[src/rtl/pac_pkg.sv]
// Shared types, constants and helper functions for the proximity/light classifier.
`timescale 1ns / 1ps
package pac_pkg;

    localparam int SAMPLE_W      = 16;
    localparam int COUNT_W       = 12;
    localparam int THR_W         = 12;
    localparam int ERR_W         = 13;
    localparam int CFG_DATA_W    = 13;
    localparam int CFG_IDX_W     = 3;
    localparam int LEVEL_W       = 3;
    localparam int LIGHT_VALUE_W = 18;
    localparam int LIGHT_SCALE   = 64;
    localparam int NUM_LEVELS    = 7;

    localparam logic [COUNT_W-1:0] CLAMP_MAX    = 12'hFFF;
    localparam logic [ERR_W-1:0]   ADC_FULL     = 13'd4096;
    localparam logic [ERR_W-1:0]   RANGE_MARGIN = 13'd500;
    localparam logic [ERR_W-1:0]   GATE_LIMIT   = 13'(4096 / 5);

    localparam logic [THR_W-1:0] LOW_NEAR_RST  = 12'd400;
    localparam logic [THR_W-1:0] HIGH_NEAR_RST = 12'd450;
    localparam logic [ERR_W-1:0] ERR_NEAR_RST  = 13'd4096;
    localparam logic [THR_W-1:0] LOW_WIDE_RST  = 12'd10;
    localparam logic [THR_W-1:0] HIGH_WIDE_RST = 12'd12;
    localparam logic [ERR_W-1:0] ERR_WIDE_RST  = 13'd50;

    localparam logic [COUNT_W-1:0] LEVEL_TABLE [NUM_LEVELS] = '{
        12'd5, 12'd20, 12'd32, 12'd64, 12'd256, 12'd640, 12'd1024
    };

    typedef enum logic [2:0] {
        CMD_START     = 3'd0,
        CMD_IR        = 3'd1,
        CMD_PS        = 3'd2,
        CMD_ALS       = 3'd3,
        CMD_PROX_OPEN = 3'd4,
        CMD_LIGHT_OPEN = 3'd5
    } t_cmd;

    typedef enum logic [2:0] {
        ACT_MEASURE_IR  = 3'd0,
        ACT_MEASURE_PS  = 3'd1,
        ACT_REPORT_PROX = 3'd2,
        ACT_DONE        = 3'd3,
        ACT_LIGHT_LEVEL = 3'd4,
        ACT_LIGHT_INVAL = 3'd5,
        ACT_ACK         = 3'd6
    } t_action;

    typedef enum logic [CFG_IDX_W-1:0] {
        REG_LOW_NEAR  = 3'd0,
        REG_HIGH_NEAR = 3'd1,
        REG_ERR_NEAR  = 3'd2,
        REG_LOW_WIDE  = 3'd3,
        REG_HIGH_WIDE = 3'd4,
        REG_ERR_WIDE  = 3'd5
    } t_reg_idx;

    typedef struct packed {
        logic [THR_W-1:0] low_near;
        logic [THR_W-1:0] high_near;
        logic [ERR_W-1:0] err_near;
        logic [THR_W-1:0] low_wide;
        logic [THR_W-1:0] high_wide;
        logic [ERR_W-1:0] err_wide;
    } t_thr;

    typedef struct packed {
        logic [2:0]               action;
        logic                     range_sel;
        logic                     is_far;
        logic [LEVEL_W-1:0]       light_level;
        logic [COUNT_W-1:0]       prox_value;
        logic [LIGHT_VALUE_W-1:0] light_value;
    } t_result;

    function automatic logic [COUNT_W-1:0] clamp_sample(input logic [SAMPLE_W-1:0] s);
        logic [COUNT_W-1:0] v;
        v = (s > SAMPLE_W'(CLAMP_MAX)) ? CLAMP_MAX : s[COUNT_W-1:0];
        return v;
    endfunction

    // First table entry above the count wins; at or past the top entry, level 6.
    function automatic logic [LEVEL_W-1:0] light_level_of(input logic [COUNT_W-1:0] c);
        logic [LEVEL_W-1:0] lvl;
        lvl = LEVEL_W'(NUM_LEVELS - 1);
        for (int i = NUM_LEVELS - 1; i >= 0; i--) begin
            if (c < LEVEL_TABLE[i]) begin
                lvl = LEVEL_W'(i);
            end
        end
        return lvl;
    endfunction

endpackage

[src/rtl/pac_cfg_regs.sv]
// Threshold register file with a plain write port.
`timescale 1ns / 1ps
module pac_cfg_regs (
    input  logic                           i_clk,
    input  logic                           i_rst_n,
    input  logic                           i_cfg_we,
    input  logic [pac_pkg::CFG_IDX_W-1:0]  i_cfg_idx,
    input  logic [pac_pkg::CFG_DATA_W-1:0] i_cfg_data,
    output pac_pkg::t_thr                  o_thr
);
    import pac_pkg::*;

    t_thr r_thr;
    t_thr n_thr;

    always_comb begin
        n_thr = r_thr;
        if (i_cfg_we) begin
            case (t_reg_idx'(i_cfg_idx))
                REG_LOW_NEAR:  n_thr.low_near  = i_cfg_data[THR_W-1:0];
                REG_HIGH_NEAR: n_thr.high_near = i_cfg_data[THR_W-1:0];
                REG_ERR_NEAR:  n_thr.err_near  = i_cfg_data[ERR_W-1:0];
                REG_LOW_WIDE:  n_thr.low_wide  = i_cfg_data[THR_W-1:0];
                REG_HIGH_WIDE: n_thr.high_wide = i_cfg_data[THR_W-1:0];
                REG_ERR_WIDE:  n_thr.err_wide  = i_cfg_data[ERR_W-1:0];
                default:       n_thr = r_thr;
            endcase
        end
    end

    always_ff @(posedge i_clk) begin
        if (!i_rst_n) begin
            r_thr.low_near  <= LOW_NEAR_RST;
            r_thr.high_near <= HIGH_NEAR_RST;
            r_thr.err_near  <= ERR_NEAR_RST;
            r_thr.low_wide  <= LOW_WIDE_RST;
            r_thr.high_wide <= HIGH_WIDE_RST;
            r_thr.err_wide  <= ERR_WIDE_RST;
        end else begin
            r_thr <= n_thr;
        end
    end

    assign o_thr = r_thr;

endmodule

[src/rtl/pac_core.sv]
// Sequencer state and per-command classification logic.
`timescale 1ns / 1ps
module pac_core (
    input  logic                         i_clk,
    input  logic                         i_rst_n,
    input  logic                         i_fire,
    input  logic [2:0]                   i_cmd,
    input  logic [pac_pkg::SAMPLE_W-1:0] i_sample,
    input  pac_pkg::t_thr                i_thr,
    output logic                         o_res_valid,
    output pac_pkg::t_result             o_res
);
    import pac_pkg::*;

    typedef enum logic [1:0] {
        EV_NONE = 2'd0,
        EV_NEAR = 2'd1,
        EV_FAR  = 2'd2
    } t_event;

    logic               r_range;
    logic               r_adjust;
    t_event             r_last_ev;
    logic [COUNT_W-1:0] r_held_ir;
    logic               r_light_first;

    logic               n_range;
    logic               n_adjust;
    t_event             n_last_ev;
    logic [COUNT_W-1:0] n_held_ir;
    logic               n_light_first;

    logic [COUNT_W-1:0] w_s;
    logic [THR_W-1:0]   w_low;
    logic [THR_W-1:0]   w_high;
    logic [ERR_W-1:0]   w_err;
    logic [ERR_W-1:0]   w_head;
    logic [ERR_W-1:0]   w_up;
    logic [ERR_W-1:0]   w_head_n;
    logic [ERR_W-1:0]   w_gate;
    logic [ERR_W-1:0]   w_down;
    logic [COUNT_W-1:0] w_diff;
    t_event             w_ev;
    logic [LIGHT_VALUE_W-1:0] w_lv;

    assign w_s    = clamp_sample(i_sample);
    assign w_low  = r_range ? i_thr.low_wide  : i_thr.low_near;
    assign w_high = r_range ? i_thr.high_wide : i_thr.high_near;
    assign w_err  = r_range ? i_thr.err_wide  : i_thr.err_near;

    // Range switching limits; every subtraction floors at zero.
    assign w_head   = ADC_FULL - {1'b0, w_high};
    assign w_up     = (w_head > RANGE_MARGIN) ? (w_head - RANGE_MARGIN) : '0;
    assign w_head_n = ADC_FULL - {1'b0, i_thr.high_near};
    assign w_gate   = (w_head_n > GATE_LIMIT) ? (w_head_n - GATE_LIMIT) : '0;
    assign w_down   = r_range ? (w_gate >> 2) : '0;

    assign w_diff = w_s - r_held_ir;
    assign w_lv   = r_range ? LIGHT_VALUE_W'(LIGHT_VALUE_W'(r_held_ir) * LIGHT_SCALE)
                            : LIGHT_VALUE_W'(r_held_ir);

    always_comb begin
        w_ev = EV_NONE;
        if (w_s >= r_held_ir) begin
            if ({1'b0, w_diff} > w_err) begin
                w_ev = EV_NONE;
            end else if (w_diff > w_high) begin
                w_ev = EV_NEAR;
            end else if (w_diff < w_low) begin
                w_ev = EV_FAR;
            end
        end
    end

    always_comb begin
        n_range       = r_range;
        n_adjust      = r_adjust;
        n_last_ev     = r_last_ev;
        n_held_ir     = r_held_ir;
        n_light_first = r_light_first;
        o_res_valid   = 1'b1;
        o_res         = '0;
        case (i_cmd)
            CMD_START: begin
                n_adjust         = 1'b0;
                o_res.action     = ACT_MEASURE_IR;
                o_res.range_sel  = r_range;
            end
            CMD_IR: begin
                n_held_ir       = w_s;
                o_res.action    = ACT_MEASURE_PS;
                o_res.range_sel = r_range;
                if ({1'b0, w_s} > w_up) begin
                    if (!r_adjust && !r_range) begin
                        n_range         = 1'b1;
                        n_adjust        = 1'b1;
                        o_res.action    = ACT_MEASURE_IR;
                        o_res.range_sel = 1'b1;
                    end
                end else if ({1'b0, w_s} < w_down) begin
                    if (!r_adjust && r_range) begin
                        n_range         = 1'b0;
                        n_adjust        = 1'b1;
                        o_res.action    = ACT_MEASURE_IR;
                        o_res.range_sel = 1'b0;
                    end
                end
            end
            CMD_PS: begin
                o_res.prox_value  = w_s;
                o_res.light_value = w_lv;
                case (w_ev)
                    EV_FAR: begin
                        n_last_ev    = EV_FAR;
                        o_res.action = ACT_REPORT_PROX;
                        o_res.is_far = 1'b1;
                    end
                    EV_NEAR: begin
                        // A first near asks for a fresh measurement before reporting.
                        if (r_last_ev != EV_NEAR) begin
                            n_last_ev       = EV_NEAR;
                            o_res.action    = ACT_MEASURE_IR;
                            o_res.range_sel = r_range;
                        end else begin
                            o_res.action = ACT_REPORT_PROX;
                        end
                    end
                    default: begin
                        n_last_ev    = EV_NONE;
                        o_res.action = ACT_DONE;
                    end
                endcase
            end
            CMD_ALS: begin
                if (r_light_first) begin
                    n_light_first = 1'b0;
                    o_res.action  = ACT_LIGHT_INVAL;
                end else begin
                    o_res.action      = ACT_LIGHT_LEVEL;
                    o_res.light_level = light_level_of(w_s);
                end
            end
            CMD_PROX_OPEN: begin
                n_range      = 1'b0;
                n_adjust     = 1'b0;
                o_res.action = ACT_REPORT_PROX;
                o_res.is_far = 1'b1;
            end
            CMD_LIGHT_OPEN: begin
                n_light_first = 1'b1;
                o_res.action  = ACT_ACK;
            end
            default: begin
                o_res_valid = 1'b0;
            end
        endcase
    end

    always_ff @(posedge i_clk) begin
        if (!i_rst_n) begin
            r_range       <= 1'b0;
            r_adjust      <= 1'b0;
            r_last_ev     <= EV_NONE;
            r_held_ir     <= '0;
            r_light_first <= 1'b1;
        end else if (i_fire) begin
            r_range       <= n_range;
            r_adjust      <= n_adjust;
            r_last_ev     <= n_last_ev;
            r_held_ir     <= n_held_ir;
            r_light_first <= n_light_first;
        end
    end

    // At most one range switch between two start or proximity-open commands.
    assert property (@(posedge i_clk) disable iff (!i_rst_n)
        i_fire && r_adjust && i_cmd != CMD_START && i_cmd != CMD_PROX_OPEN
        |=> r_adjust && r_range == $past(r_range))
        else $error("range switched twice in one cycle");

    // A range switch on an IR command always raises the adjust flag.
    assert property (@(posedge i_clk) disable iff (!i_rst_n)
        i_fire && (n_range != r_range) && i_cmd == CMD_IR |=> r_adjust)
        else $error("range switch without adjust flag");

    // Illegal commands leave the sequencer state alone.
    assert property (@(posedge i_clk) disable iff (!i_rst_n)
        i_fire && !o_res_valid |=> $stable(r_range) && $stable(r_last_ev)
        && $stable(r_held_ir) && $stable(r_light_first))
        else $error("illegal command changed state");

endmodule

[src/rtl/proximity_autorange_classifier.sv]
// An accepted transaction passes through the input register, then the result register.
// Throughput: one transaction per cycle while results are taken; the result register
// advances whenever it is empty or being taken, the input register also while it is empty.
// Commands six and seven are consumed without producing a result.
// Reset (i_rst_n low, synchronous) empties both registers, loads the threshold defaults
// and returns the sequencer to the sensitive range with the first light read pending.
`timescale 1ns / 1ps
module proximity_autorange_classifier (
    input  logic                           i_clk,
    input  logic                           i_rst_n,
    input  logic                           i_cfg_we,
    input  logic [pac_pkg::CFG_IDX_W-1:0]  i_cfg_idx,
    input  logic [pac_pkg::CFG_DATA_W-1:0] i_cfg_data,
    input  logic                           s_axis_tvalid,
    output logic                           s_axis_tready,
    input  logic [15:0]                    s_axis_tdata,  // [15:0] sample
    input  logic [2:0]                     s_axis_tuser,  // [2:0] command
    output logic                           m_axis_tvalid,
    input  logic                           m_axis_tready,
    // [0] range_sel, [1] is_far, [4:2] light_level, [16:5] prox_value,
    // [34:17] light_value, [39:35] zero
    output logic [39:0]                    m_axis_tdata,
    output logic [2:0]                     m_axis_tuser   // [2:0] action
);
    import pac_pkg::*;

    t_thr                w_thr;
    logic                w_adv;
    logic                w_fire;
    logic                w_res_valid;
    t_result             w_res;

    logic                r_in_valid;
    logic [2:0]          r_in_cmd;
    logic [SAMPLE_W-1:0] r_in_sample;
    logic                r_out_valid;
    t_result             r_out;

    assign w_adv         = !r_out_valid || m_axis_tready;
    assign w_fire        = r_in_valid && w_adv;
    assign s_axis_tready = !r_in_valid || w_adv;

    pac_cfg_regs u_cfg (
        .i_clk      (i_clk),
        .i_rst_n    (i_rst_n),
        .i_cfg_we   (i_cfg_we),
        .i_cfg_idx  (i_cfg_idx),
        .i_cfg_data (i_cfg_data),
        .o_thr      (w_thr)
    );

    pac_core u_core (
        .i_clk       (i_clk),
        .i_rst_n     (i_rst_n),
        .i_fire      (w_fire),
        .i_cmd       (r_in_cmd),
        .i_sample    (r_in_sample),
        .i_thr       (w_thr),
        .o_res_valid (w_res_valid),
        .o_res       (w_res)
    );

    always_ff @(posedge i_clk) begin
        if (!i_rst_n) begin
            r_in_valid  <= 1'b0;
            r_out_valid <= 1'b0;
        end else begin
            if (s_axis_tready) begin
                r_in_valid <= s_axis_tvalid;
            end
            if (w_adv) begin
                r_out_valid <= r_in_valid && w_res_valid;
            end
        end
    end

    always_ff @(posedge i_clk) begin
        if (s_axis_tvalid && s_axis_tready) begin
            r_in_cmd    <= s_axis_tuser;
            r_in_sample <= s_axis_tdata;
        end
        if (w_adv) begin
            r_out <= w_res;
        end
    end

    assign m_axis_tvalid = r_out_valid;
    assign m_axis_tuser  = r_out.action;
    assign m_axis_tdata  = {5'b0, r_out.light_value, r_out.prox_value, r_out.light_level,
                            r_out.is_far, r_out.range_sel};

    // Only measurement requests carry a range selection.
    assert property (@(posedge i_clk) disable iff (!i_rst_n)
        m_axis_tvalid && m_axis_tuser != ACT_MEASURE_IR && m_axis_tuser != ACT_MEASURE_PS
        |-> !r_out.range_sel)
        else $error("range_sel set on a non-measurement result");

    // Light level is only meaningful on a light level result.
    assert property (@(posedge i_clk) disable iff (!i_rst_n)
        m_axis_tvalid && m_axis_tuser != ACT_LIGHT_LEVEL |-> r_out.light_level == '0)
        else $error("stray light level");

    // Light results and light-open acknowledgements carry no prox_value or light_value counts.
    assert property (@(posedge i_clk) disable iff (!i_rst_n)
        m_axis_tvalid && (m_axis_tuser == ACT_LIGHT_LEVEL || m_axis_tuser == ACT_LIGHT_INVAL
        || m_axis_tuser == ACT_ACK) |-> r_out.prox_value == '0 && r_out.light_value == '0)
        else $error("counts on a light result");

    // A far report carries no range selection and no light level.
    assert property (@(posedge i_clk) disable iff (!i_rst_n)
        m_axis_tvalid && m_axis_tuser == ACT_REPORT_PROX && r_out.is_far
        |-> !r_out.range_sel && r_out.light_level == '0)
        else $error("malformed far report");

endmodule

[config.mk]
export PLATFORM = sky130hd
export DESIGN_NAME = proximity_autorange_classifier
export DESIGN_NICKNAME = d
export VERILOG_FILES = /design/src/rtl/pac_pkg.sv /design/src/rtl/pac_cfg_regs.sv /design/src/rtl/pac_core.sv /design/src/rtl/proximity_autorange_classifier.sv
export SDC_FILE = /design/constraint.sdc
export NUM_CORES = 1
export LEC_CHECK = 0
export CORE_MARGIN = 4
export CORE_UTILIZATION = 65
export CTS_CLUSTER_DIAMETER = 50
export CTS_CLUSTER_SIZE = 28
export DETAILED_ROUTE_END_ITERATION = 7
export DONT_BUFFER_PORTS = 1
export PLACE_DENSITY = 0.8
export REMOVE_ABC_BUFFERS = 1
export SLEW_MARGIN = 20
export SYNTH_ARGS = -nofsm -noshare
export SYNTH_HDL_FRONTEND = slang
export SYNTH_HIERARCHICAL = 1
export SYNTH_SLANG_ARGS = --single-unit
[constraint.sdc]
create_clock -name i_clk -period 8.8 [get_ports i_clk]
set_input_delay 2.64 -clock i_clk [delete_from_list [all_inputs] [get_ports i_clk]]
set_output_delay 2.64 -clock i_clk [all_outputs]
set_load 0.005 [all_outputs]
==> impl_results.md <==
* Status: finished clean
* Sink of the worst hold path: u_cfg/o_thr[37]
* Worst-margin pin slew at between 1000 and 1500 ps
* Pwr dens at roughly 160 nW/µm²
* Relative slew margins at around 29%
* Nets at between 1k and 1.5k
* Post-Route WL at 22,100 µm
* Seq/Total Area, Yosys at 37.2%
* Post-CTS Setup Inserts at 0
* Share of cells above drive strength 1 at ~8.6%
* Reg2Reg Depth at 23
* Ys async rst share at 0%
* # Max-Cap Violations at 0
* Critical path type: flop to flop
* Slowest cell on crit path: or4_1
* HPWL after DPL at approximately 16,000 µm
* Post-route setup TNS at 0 ps
* Worst Hold Path Cells at 2
* Die width at 130 µm
* Via count at around 7.3k
* Cell variety after synth at 92
* Clock skew at 8.29 ps
* Routed len/inst at ~19 µm
* Post-Place Setup Slack at 2840 ps
* Hold_sp: u_cfg/o_thr[37]
* Slew Viols, Final at 0
* Synth Cell Area at just under 10,000 µm²
* Multi-input logic area at between 5000 and 6000 µm²
* Crit path time final at ~6000 ps
* Top FF cell, synth: dfxtp_1
* Crit path max fanout at 14
* CP top delay family: compound AO/OA/AOI/OAI gates
* Most frequent CP cell: ha_1
* CP max stage delay at just under 800 ps
* Startpoint Class: flop
* Ant diodes at 0
* Starting DRC count in detailed routing at 560
* CTS tree: built
* LEAKAGE at around 3.9 nW
* CTS hold repair buffers at 0
* H-tree levels at 4
* Die ar. at 16,800 µm²
* Worst Path Buf+Inv at 1
* Yosys reg bits at 150
* Worst Hold Class: flop to flop
* Post-CTS sizing at 0
* RR Endpoint: m_axis_tuser[0]
* Non-filler cells, final at about 1.2k
* Gr ovfl total at 0
* Count of flip-flops with a built-in enable after synthesis at between 50 and 60
* Setup-failing EPs final at 0
* Fmax at around 170 MHz
* Global-route wire length before repair at roughly 36,000 µm
* GPL Wtd Cong at 0.901
* Most numerous cell in the Yosys netlist: nand2_1
* Critical path data required time at 8970 ps
* I/O pins at 85
* Maximum vdd drop at 0.148 mV
* Clock transition at the registers of the reported paths at roughly 60 ps
* Total CTS buffers at 17
* Worst r2r src: r_in_sample[14]
* Synth Warn # at 6
* Fin. Hold Viols at 0
* DRC Markers at 0
* Via density at just over 6
* Setup WS post-layout at about 2800 ps
* Commonest cells post-synth: nand2_1 (119), mux2i_1 (116), dfxtp_1 (93)
* Register area at ~3600 µm²
* Placeable Area at approximately 15,000 µm²
* CTS root buffer: clkbuf_16
* Die Ht at around 130 µm
* Mapped Avg Cell Area at 9.54 µm²
* Post-DRT Antenna Nets at 0
* Port-buffer cells at 0
* Vias in the first global route at roughly 7k
* Site Rows at 44
* Initial Utilization at 66.1%
* Largest net degree at the start of global routing at approximately 100
* Yosys top cell area share at 19.4%
* Arrival @ worst endpoint at between 6000 and 7000 ps
* First-pass detailed-route iteration total at 6
* Cells after DPL at approximately 1.1k
* Pwr Total at between 1.5 and 2 mW
* Unrepaired setup endpoints after global routing: no
* Core Util, Final at between 70% and 80%
* CP Cell Sequence: or4_1 > nor2_1 > inv_1 > ha_1 > nor2b_4 > o31a_1 > o311a_1 > o21ai_2 > nand2b_1 > a21oi_1 > xnor2_1 > ha_1 > nand4_1 > o21ai_0 > or3b_2 > nand3_1 > a41oi_1 > o22ai_2 > a2111o_1 > ha_1 > mux2_2 > nand2_1 > a21oi_1
* Tcrit/Tclk final at roughly 68%
* GRT Util Overall at 27.1%
* Area growth from synthesis to layout at 6.52%
* Synth top area cells: dfxtp_1 (19%), edfxtp_1 (18%), mux2i_1 (12%)
* Max Root-Sink Buffers at 2
* Clock Latency Late Sink at 440 ps
* Fill cells at 1,127
* R2R Setup Slk at approximately 2800 ps
* Clk sink count at 150
* Initial antenna violation count at 0
* Synthesized instance count at ~1.0k
* Crit. End Element: flop
* Post-synth top area cell: dfxtp_1
==> layer usage <==
metal | GRT usage, % | part of all wire (%) | vias up
li1 | - | - | 3551
met1 | 34.3 | 44 | 3443
met2 | 45.3 | 48 | 270
met3 | 5.73 | 5.8 | 55
met4 | 10.8 | 2.7 | 0
met5 | 0 | 0 | -
==> area by class of cell <==
cell class                      count  area share, %
Timing Repair Buffer                3          0.220
Clock inverter                     12           1.41
Sequential cell                   150           34.9
Tap cell                          184           2.25
Inverter                           40           1.47
Multi-Input combinational cell    766           55.4
Clock buffer                       20           4.36
==> cell families after synthesis <==
logic type	share of synthesized area, %
AND/OR/NAND/NOR	19.4
AO/OA/AOI/OAI	12.0
flip-flops	37.2
multiplexers	12.9
buffers and inverters	4.28
adder cells (fa/ha/maj)	10.1
XOR/XNOR	4.10
other	0.0390
==> tightest hold or removal path: stages, from the launching register on <==
cell	delay [ps]
dfxtp_1	310
nand2_1	50
mux2i_1	50
==> flip-flops by register name, summed over array words and instances (netlist names) <==
name and flops:
m_axis_tdata 35, m_axis_tuser 3, m_axis_tvalid 1, r_in_cmd 3, r_in_sample 16, r_in_valid 1
u_cfg/o_thr 74, u_core/r_adjust 1, u_core/r_held_ir 12, u_core/r_last_ev 2, u_core/r_light_first 1, u_core/r_range 1
==> worst max-delay path by stage <==
stage,startpoint,end,cells after the start
2_1_floorplan,u_core/r_range,u_core/r_adjust,20
3_3_place_gp,r_in_sample[14],m_axis_tuser[0],23
3_5_place_dp,r_in_sample[14],m_axis_tuser[0],23
4_1_cts,r_in_sample[14],m_axis_tuser[0],23
5_1_grt,r_in_sample[15],m_axis_tuser[0],23
6_report,r_in_sample[14],m_axis_tuser[0],23
==> cells in the final DEF (no fill, tap or decap), drive strengths merged, types with 7 or more instances in the layout <==
cell type	count
a211oi	16
a21o	12
a21oi	33
a31oi	7
clkbuf	20
dfxtp	93
edfxtp	57
ha	74
inv	44
mux2i	117
nand2	119
nand2b	11
nand3	11
nand4	10
nor2	82
nor2b	35
nor3	25
nor3b	11
o21a	13
o21ai	33
xnor2	31
xor2	14
==> power by group <==
| part | internal (mW) | leakage (nW) | switching (mW) |
|---|---|---|---|
| combinational | 0.0773 | 2.22 | 0.104 |
| sequential | 0.745 | 1.39 | 0.0209 |
| clock | 0.429 | 0.278 | 0.297 |
==> stage by stage <==
stage / hold slack, ps / instance area, µm²
after floorplan: 431 / 9370
after global placement: 441 / 9640
after detailed placement: 449 / 9640
after CTS: 460 / 10200
after global routing: 476 / 10200
final: 459 / 10200
Power figures use the tool's default switching activity.
